**src/sv/rgbmf_pkg.sv**
```systemverilog
`timescale 1ns / 1ps
// ----------------------------------------------------------------------------
// rgbmf_pkg: shared types for the RGB 3x3 median filter
// Pixel, column and window types, the input and result items, and the
// window job that travels from the column store to the channel lanes.
// ----------------------------------------------------------------------------
package rgbmf_pkg;

  localparam int unsigned PIXEL_BITS = 8;

  typedef logic [PIXEL_BITS-1:0] pix_t;

  // One column of three pixels, entry 0 is the top row.
  typedef pix_t [2:0] col_t;

  // One 3x3 window of a channel, entry 0 is the oldest column.
  typedef col_t [2:0] win_t;

  typedef struct packed {
    pix_t red_top;
    pix_t red_middle;
    pix_t red_bottom;
    pix_t green_top;
    pix_t green_middle;
    pix_t green_bottom;
    pix_t blue_top;
    pix_t blue_middle;
    pix_t blue_bottom;
    logic row_first;
    logic row_last;
  } in_item_t;

  typedef struct packed {
    pix_t red_median;
    pix_t green_median;
    pix_t blue_median;
    logic last_of_run;
  } out_item_t;

  // A window to be reduced to its medians, one per channel.
  typedef struct packed {
    logic valid;
    logic last;
    win_t red;
    win_t green;
    win_t blue;
  } job_t;

endpackage

```
**src/sv/rgbmf_window.sv**
```systemverilog
`timescale 1ns / 1ps
// ----------------------------------------------------------------------------
// rgbmf_window: column store and window sequencer
// Holds the two previous columns of each channel, handles row start and row
// end replication, and issues at most one registered window job per cycle while adv_i is high.
// ----------------------------------------------------------------------------
module rgbmf_window import rgbmf_pkg::*; (
  input  logic     clk_i,
  input  logic     rst_ni,
  input  logic     in_valid_i,
  output logic     in_stall_o,
  input  in_item_t in_i,
  input  logic     adv_i,
  output job_t     job_o
);

  localparam logic [1:0] HeldNone = 2'd0;
  localparam logic [1:0] HeldOne  = 2'd1;
  localparam logic [1:0] HeldTwo  = 2'd2;

  col_t [1:0] red_q, red_d;
  col_t [1:0] green_q, green_d;
  col_t [1:0] blue_q, blue_d;
  logic [1:0] held_q, held_d;
  logic       pending_q, pending_d;
  job_t       job_q, job_d;

  col_t r_in, g_in, b_in;
  logic accept;
  logic start;

  assign r_in = {in_i.red_bottom, in_i.red_middle, in_i.red_top};
  assign g_in = {in_i.green_bottom, in_i.green_middle, in_i.green_top};
  assign b_in = {in_i.blue_bottom, in_i.blue_middle, in_i.blue_top};

  // While the flush window of a row end is pending, no new item is taken.
  assign in_stall_o = pending_q || !adv_i;
  assign accept     = in_valid_i && !in_stall_o;
  assign start      = in_i.row_first || (held_q == HeldNone);

  always_comb begin
    red_d     = red_q;
    green_d   = green_q;
    blue_d    = blue_q;
    held_d    = held_q;
    pending_d = pending_q;
    job_d     = '0;
    if (pending_q) begin
      // Right border: the newest column is repeated.
      job_d.valid = 1'b1;
      job_d.last  = 1'b1;
      job_d.red   = {red_q[1], red_q[1], red_q[0]};
      job_d.green = {green_q[1], green_q[1], green_q[0]};
      job_d.blue  = {blue_q[1], blue_q[1], blue_q[0]};
      pending_d   = 1'b0;
    end else if (accept) begin
      if (start) begin
        // Left border: the first column fills both held columns.
        red_d   = {r_in, r_in};
        green_d = {g_in, g_in};
        blue_d  = {b_in, b_in};
        if (in_i.row_last) begin
          job_d.valid = 1'b1;
          job_d.last  = 1'b1;
          job_d.red   = {r_in, r_in, r_in};
          job_d.green = {g_in, g_in, g_in};
          job_d.blue  = {b_in, b_in, b_in};
          held_d      = HeldNone;
        end else begin
          held_d = HeldOne;
        end
      end else begin
        job_d.valid = 1'b1;
        job_d.last  = !in_i.row_last;
        job_d.red   = {r_in, red_q[1], red_q[0]};
        job_d.green = {g_in, green_q[1], green_q[0]};
        job_d.blue  = {b_in, blue_q[1], blue_q[0]};
        red_d       = {r_in, red_q[1]};
        green_d     = {g_in, green_q[1]};
        blue_d      = {b_in, blue_q[1]};
        if (in_i.row_last) begin
          pending_d = 1'b1;
          held_d    = HeldNone;
        end else begin
          held_d = HeldTwo;
        end
      end
    end
  end

  always_ff @(posedge clk_i or negedge rst_ni) begin
    if (!rst_ni) begin
      red_q     <= '0;
      green_q   <= '0;
      blue_q    <= '0;
      held_q    <= HeldNone;
      pending_q <= 1'b0;
      job_q     <= '0;
    end else if (adv_i) begin
      red_q     <= red_d;
      green_q   <= green_d;
      blue_q    <= blue_d;
      held_q    <= held_d;
      pending_q <= pending_d;
      job_q     <= job_d;
    end
  end

  assign job_o = job_q;

endmodule

```
**src/sv/rgbmf_lane.sv**
```systemverilog
`timescale 1ns / 1ps
// ----------------------------------------------------------------------------
// rgbmf_lane: median of nine for one channel
// Two register stages: columns are sorted, then the maximum of the lows,
// the median of the middles and the minimum of the highs are kept. The
// median of those three is the window median.
// ----------------------------------------------------------------------------
module rgbmf_lane import rgbmf_pkg::*; (
  input  logic clk_i,
  input  logic adv_i,
  input  win_t win_i,
  output pix_t median_o
);

  function automatic col_t sort3(input col_t c);
    col_t s;
    pix_t t;
    s = c;
    if (s[0] > s[1]) begin
      t = s[0]; s[0] = s[1]; s[1] = t;
    end
    if (s[1] > s[2]) begin
      t = s[1]; s[1] = s[2]; s[2] = t;
    end
    if (s[0] > s[1]) begin
      t = s[0]; s[0] = s[1]; s[1] = t;
    end
    return s;
  endfunction

  function automatic pix_t max3(input pix_t a, input pix_t b, input pix_t c);
    pix_t m;
    m = (a > b) ? a : b;
    return (m > c) ? m : c;
  endfunction

  function automatic pix_t min3(input pix_t a, input pix_t b, input pix_t c);
    pix_t m;
    m = (a < b) ? a : b;
    return (m < c) ? m : c;
  endfunction

  function automatic pix_t med3(input pix_t a, input pix_t b, input pix_t c);
    pix_t lo;
    pix_t hi;
    lo = (a < b) ? a : b;
    hi = (a < b) ? b : a;
    return (c < lo) ? lo : ((c > hi) ? hi : c);
  endfunction

  win_t s1_q;
  col_t s2_q;

  always_ff @(posedge clk_i) begin
    if (adv_i) begin
      for (int c = 0; c < 3; c++) begin
        s1_q[c] <= sort3(win_i[c]);
      end
      s2_q[0] <= max3(s1_q[0][0], s1_q[1][0], s1_q[2][0]);
      s2_q[1] <= med3(s1_q[0][1], s1_q[1][1], s1_q[2][1]);
      s2_q[2] <= min3(s1_q[0][2], s1_q[1][2], s1_q[2][2]);
    end
  end

  assign median_o = med3(s2_q[0], s2_q[1], s2_q[2]);

endmodule

```
**src/sv/rgb_median_filter_3x3.sv**
```systemverilog
`timescale 1ns / 1ps
// ----------------------------------------------------------------------------
// rgb_median_filter_3x3: streaming 3x3 median filter on RGB columns
// One item is a column of three pixels per channel; results are the
// per-channel medians of the 3x3 window with horizontal edge replication.
// ----------------------------------------------------------------------------
//
//   Channel  Direction  Handshake                 Payload
//   input    in         in_valid_i / in_stall_o   in_i  (in_item_t)
//   output   out        out_valid_o / out_stall_i out_o (out_item_t)
//
// An item is accepted at a clock edge where valid is high and stall is low.
// The block takes one column per cycle while the output does not stall; a
// column that ends an open row yields two results and holds the input off
// while the second, the flush window, is issued. Each result passes, in
// order, the window job register, column sort stage, rank stage and output register.
// A stalled output freezes the whole pipeline, and the input stalls too.
// Reset is asynchronous and active low; it empties the pipeline and closes
// any open row, so the next column starts a new row.
// ----------------------------------------------------------------------------
module rgb_median_filter_3x3 import rgbmf_pkg::*; (
  input  logic      clk_i,
  input  logic      rst_ni,
  input  logic      in_valid_i,
  output logic      in_stall_o,
  input  in_item_t  in_i,
  output logic      out_valid_o,
  input  logic      out_stall_i,
  output out_item_t out_o
);

  // The pipeline moves as one whenever the output register can take a
  // result. Bubbles are carried along with their stage valid bits.
  logic adv;
  job_t job;

  // Valid and last flags that travel beside the lane stages.
  logic v1_q, v2_q;
  logic l1_q, l2_q;

  pix_t red_med, green_med, blue_med;

  logic      out_valid_q;
  out_item_t out_q;

  assign adv = !(out_valid_q && out_stall_i);

  rgbmf_window u_window (
    .clk_i      (clk_i),
    .rst_ni     (rst_ni),
    .in_valid_i (in_valid_i),
    .in_stall_o (in_stall_o),
    .in_i       (in_i),
    .adv_i      (adv),
    .job_o      (job)
  );

  // Three channel lanes reduce their windows side by side.
  rgbmf_lane u_lane_red (
    .clk_i    (clk_i),
    .adv_i    (adv),
    .win_i    (job.red),
    .median_o (red_med)
  );

  rgbmf_lane u_lane_green (
    .clk_i    (clk_i),
    .adv_i    (adv),
    .win_i    (job.green),
    .median_o (green_med)
  );

  rgbmf_lane u_lane_blue (
    .clk_i    (clk_i),
    .adv_i    (adv),
    .win_i    (job.blue),
    .median_o (blue_med)
  );

  always_ff @(posedge clk_i or negedge rst_ni) begin
    if (!rst_ni) begin
      v1_q        <= 1'b0;
      v2_q        <= 1'b0;
      out_valid_q <= 1'b0;
    end else if (adv) begin
      v1_q        <= job.valid;
      v2_q        <= v1_q;
      out_valid_q <= v2_q;
    end
  end

  // The merging stage: the three lane medians and the run flag form one
  // result item in the output register.
  always_ff @(posedge clk_i) begin
    if (adv) begin
      l1_q              <= job.last;
      l2_q              <= l1_q;
      out_q.red_median   <= red_med;
      out_q.green_median <= green_med;
      out_q.blue_median  <= blue_med;
      out_q.last_of_run  <= l2_q;
    end
  end

  assign out_valid_o = out_valid_q;
  assign out_o       = out_q;

endmodule

```
**config.mk**
```make
export PLATFORM = sky130hd
export DESIGN_NAME = rgb_median_filter_3x3
export DESIGN_NICKNAME = d
export VERILOG_FILES = /design/src/sv/rgbmf_pkg.sv /design/src/sv/rgbmf_window.sv /design/src/sv/rgbmf_lane.sv /design/src/sv/rgb_median_filter_3x3.sv
export SDC_FILE = /design/constraint.sdc
export NUM_CORES = 2
export LEC_CHECK = 0
export BUFFER_PORTS_ARGS = -buffer_cell sky130_fd_sc_hd__buf_4
export CORE_MARGIN = 8
export CORE_UTILIZATION = 45
export CTS_CLUSTER_SIZE = 14
export DETAILED_ROUTE_END_ITERATION = 8
export SETUP_SLACK_MARGIN = 0.2
export SLEW_MARGIN = 25
export SYNTH_ARGS = -nofsm -noshare
export SYNTH_HDL_FRONTEND = slang
export SYNTH_SLANG_ARGS = --single-unit
export TNS_END_PERCENT = 1
```
**constraint.sdc**
```tcl
create_clock -name clk_i -period 14.05 [get_ports clk_i]
set_input_delay 0.7025 -clock clk_i [delete_from_list [all_inputs] [get_ports clk_i]]
set_output_delay 0.7025 -clock clk_i [all_outputs]
set_load 0.02 [all_outputs]
```
==> results.py <==
metrics = {
    "route": {
        "drt-vias-per-instance": 5.81,
        "detail_route.wl_per_cell_um": 20.9,
        "vias_after_detailed_routing": 34500,
        "detail_route.drc_violations": 0,
        "wl_um": 124000,
        "drt_iter0_markers": 2557,
        "detailedRoute.firstPassIterationCount": 6,
        "antenna_left": 0,
    },
    "die": {
        "die-area_um2": 109000,
        "die_width_um": 330,
        "area_of_the_core_um2": 98000,
        "num_rows": 115,
        "floorplan.io_pins": 105,
        "die_h_um": 330,
        "initial_core_utilization_pct": 45.2,
    },
    "timing": {
        "fin_skew_ns": 0.0226,
        "post-route-worst-setup-slack_ns": 7.74,
        "slew-limit-headroom_pct": 31.5,
        "timing_worst_slew_pin_value_ns": 1.03,
        "timing.final.setup_violations": 0,
        "grt_setup_unrepaired": "no",
        "final_hold_viol_count": 0,
        "slew_violations": 0,
        "finalCritPeriodShare_pct": 44.9,
        "max_freq_ghz": 0.159,
        "finalWorstPathRequiredPeriod_ns": 6.31,
        "timing.setup.tns_ns": 0,
    },
    "job": {
        "maxCapViolations": 0,
    },
    "clocking": {
        "postCtsResizedCells": 0,
        "tritoncts.num_buffers": 79,
        "cts_sink_count": 683,
        "post_cts_setup_buffers": 0,
        "cts.path.max_buffers": 3,
        "cts.hold.buffers_added": 0,
        "clock_latency_reported_for_the_late_side_of_the_worst_skew_pair_ns": 0.65,
        "clk_pin_slew_ns": 0.06,
        "cts_tree": "built",
        "root_driver": "sky130_fd_sc_hd__clkbuf_16",
        "cts.htree.levels": 3,
    },
    "grt": {
        "grt_remaining_overflow": 0,
        "pin_count_of_the_biggest_net_entering_global_routing": 198,
        "first_global_vias": 32700,
        "gr-usage-all-layers_pct": 22.4,
        "grt_pass1_wl_um": 192000,
        "antenna_violations_before_repair": 14,
    },
    "logic_synthesis": {
        "synthesis.instances": 4584,
        "ys_warn_count": 0,
        "yosys.area.top_type_share_pct": 21.4,
        "synth.largest_area_cell": "sky130_fd_sc_hd__edfxtp_1",
        "ys_types": 68,
        "syn-num-nets": 5103,
        "synth-seq-cells": 683,
        "synth-edff-count": 315,
        "syn_area_um2": 44300,
        "synth_area_per_cell_um2": 9.66,
        "synth_top_cells_by_area": "sky130_fd_sc_hd__edfxtp_1, sky130_fd_sc_hd__dfrtp_1, sky130_fd_sc_hd__ha_1",
        "synth-seq-area-share_pct": 42.1,
        "synth_flop_cell": "sky130_fd_sc_hd__dfrtp_1",
        "synth_async_sr_flop_share_pct": 53.9,
    },
    "critical_path": {
        "timing.critical_path.arrival_ns": 6.81,
        "path_max_fanout": 31,
        "cp.required_ns": 14.55,
        "timing_worst_setup_path_type": "reg2reg",
        "cp-start-kind": "flop",
        "cp-end-kind": "flop",
    },
    "run_status": {
        "outcome": "completed",
    },
    "place": {
        "place_congestion": 0.906,
        "placement.setup.worst_slack_ns": 7.31,
        "count_of_port_buffers_added_during_placement": 104,
        "hpwl_um": 91800,
    },
    "cells_and_area": {
        "post_route_cells_drive_above_1_share_pct": 11.9,
        "area_delta_synth_final_pct": 10.3,
        "final_nets": 5103,
    },
    "worst_hold_path": {
        "min-delay-path-class": "in2async",
    },
}
==> critical path, cell delays in order, from the launching register on <==
cell and delay, ns:
sky130_fd_sc_hd__dfrtp_1 0.43, sky130_fd_sc_hd__inv_1 0.11, sky130_fd_sc_hd__ha_1 0.29, sky130_fd_sc_hd__nor2b_1 0.13
sky130_fd_sc_hd__o211ai_1 0.16, sky130_fd_sc_hd__a21oi_1 0.10, sky130_fd_sc_hd__o22ai_2 0.32, sky130_fd_sc_hd__buf_4 0.34
sky130_fd_sc_hd__mux2_2 0.39, sky130_fd_sc_hd__ha_1 0.30, sky130_fd_sc_hd__and3_1 0.17, sky130_fd_sc_hd__o21ai_0 0.09
sky130_fd_sc_hd__a31oi_1 0.46, sky130_fd_sc_hd__nand2_2 0.50, sky130_fd_sc_hd__mux2i_1 0.34, sky130_fd_sc_hd__ha_1 0.28
sky130_fd_sc_hd__a21o_1 0.18, sky130_fd_sc_hd__a21oi_1 0.15, sky130_fd_sc_hd__nand3_1 0.12, sky130_fd_sc_hd__nand2_1 0.27
sky130_fd_sc_hd__a21oi_1 0.10, sky130_fd_sc_hd__o21ai_0 0.58, sky130_fd_sc_hd__o221a_2 0.33
==> synthesized netlist by cell type (all sizes together) (66+ instances only) <==
cell / instances
nand2: 577
ha: 441
nor2: 424
a21oi: 422
inv: 370
dfrtp: 368
edfxtp: 315
mux2i: 266
a221oi: 215
mux2: 171
clkbuf: 139
o21ai: 128
buf: 87
a31oi: 80
nand3: 77
a21o: 66
==> path summary, 6_finish.rpt <==
path                                         from                   end  slack [ns]  depth (start not counted)
worst max-delay path            u_window.job_o[9]   u_lane_blue.s1_q[3]        7.74                         22
worst min-delay path                       rst_ni    u_window.red_q[29]        0.08                          1
max in group asynchronous                  rst_ni   u_window.blue_q[11]       11.92                          4
worst max register to register  u_window.job_o[9]   u_lane_blue.s1_q[3]        7.74                         22
min in group clk_i                       in_i[38]  u_window.green_q[36]        0.28                          3
worst min register to register               l2_q              out_o[0]        0.43                          0
==> state kept, by name, summed over array words and instances (netlist names) <==
register,flops
u_window.job_o,218
u_lane_blue.s1_q,72
u_lane_green.s1_q,72
u_lane_red.s1_q,72
u_window.blue_q,48
u_window.green_q,48
u_window.red_q,48
out_o,25
u_lane_blue.s2_q,24
u_lane_green.s2_q,24
u_lane_red.s2_q,24
u_window.held_q,2
l1_q,1
l2_q,1
out_valid_o,1
u_window.pending_q,1
v1_q,1
v2_q,1
==> through the flow <==
stage	hold slack, ns	util, %	cell area [um2]	instances
CTS	0.129	49.8	48800	5936
detailed placement	0.409	47.1	46200	5789
floorplan	0.400	-	44300	4584
global route	0.148	49.8	48800	5937
global placement	0.412	47.1	46200	5788
finish	0.0762	49.9	48900	5946
==> routing by layer <==
metal  wire length [um]  up-vias  track usage [%]
met5                 79        -                0
met4               3760       12             6.79
met3               6670      196             4.16
met2              55700      775             35.2
met1              58000    16800             31.2
li1                   -    16800                -
==> cell type report <==
cell class / instances / area, um2
tap: 1287 / 1610
sequential: 683 / 18700
fill: 9087 / 49100
clock inverter: 33 / 328
antenna: 9 / 22.5
clock buffer: 114 / 2280
multi-input combinational: 3305 / 23400
inverter: 370 / 1400
timing repair buffer: 145 / 1150
==> placed cells by master (no fill, tap or decap), drive strengths merged, types with 22 or more instances in the layout <==
cell and instances:
o22ai 42, and3 24, a21oi 422, buf 145, edfxtp 315, a221oi 215
dfrtp 368, ha 441, inv 373, nand3 77, nor2 424, nand4 42
nor3 27, nand2 577, mux2 171, mux2i 266, o21ai 128, o221a 57
clkinv 22, clkbuf 114, nor2b 41, o21a 28, a31oi 80, a21o 66
==> kinds of logic after synthesis <==
kind of cell,Yosys count,share of synthesized area (%)
fa+ha+maj,441,12.5
mux,437,10.4
buf+inv,596,5.34
simple gates,1279,12.2
compound gates,1148,17.5
flops,683,42.1
Power is not shown: default switching activity piles up to over one toggle a cycle in this logic, so the estimate is an artifact.
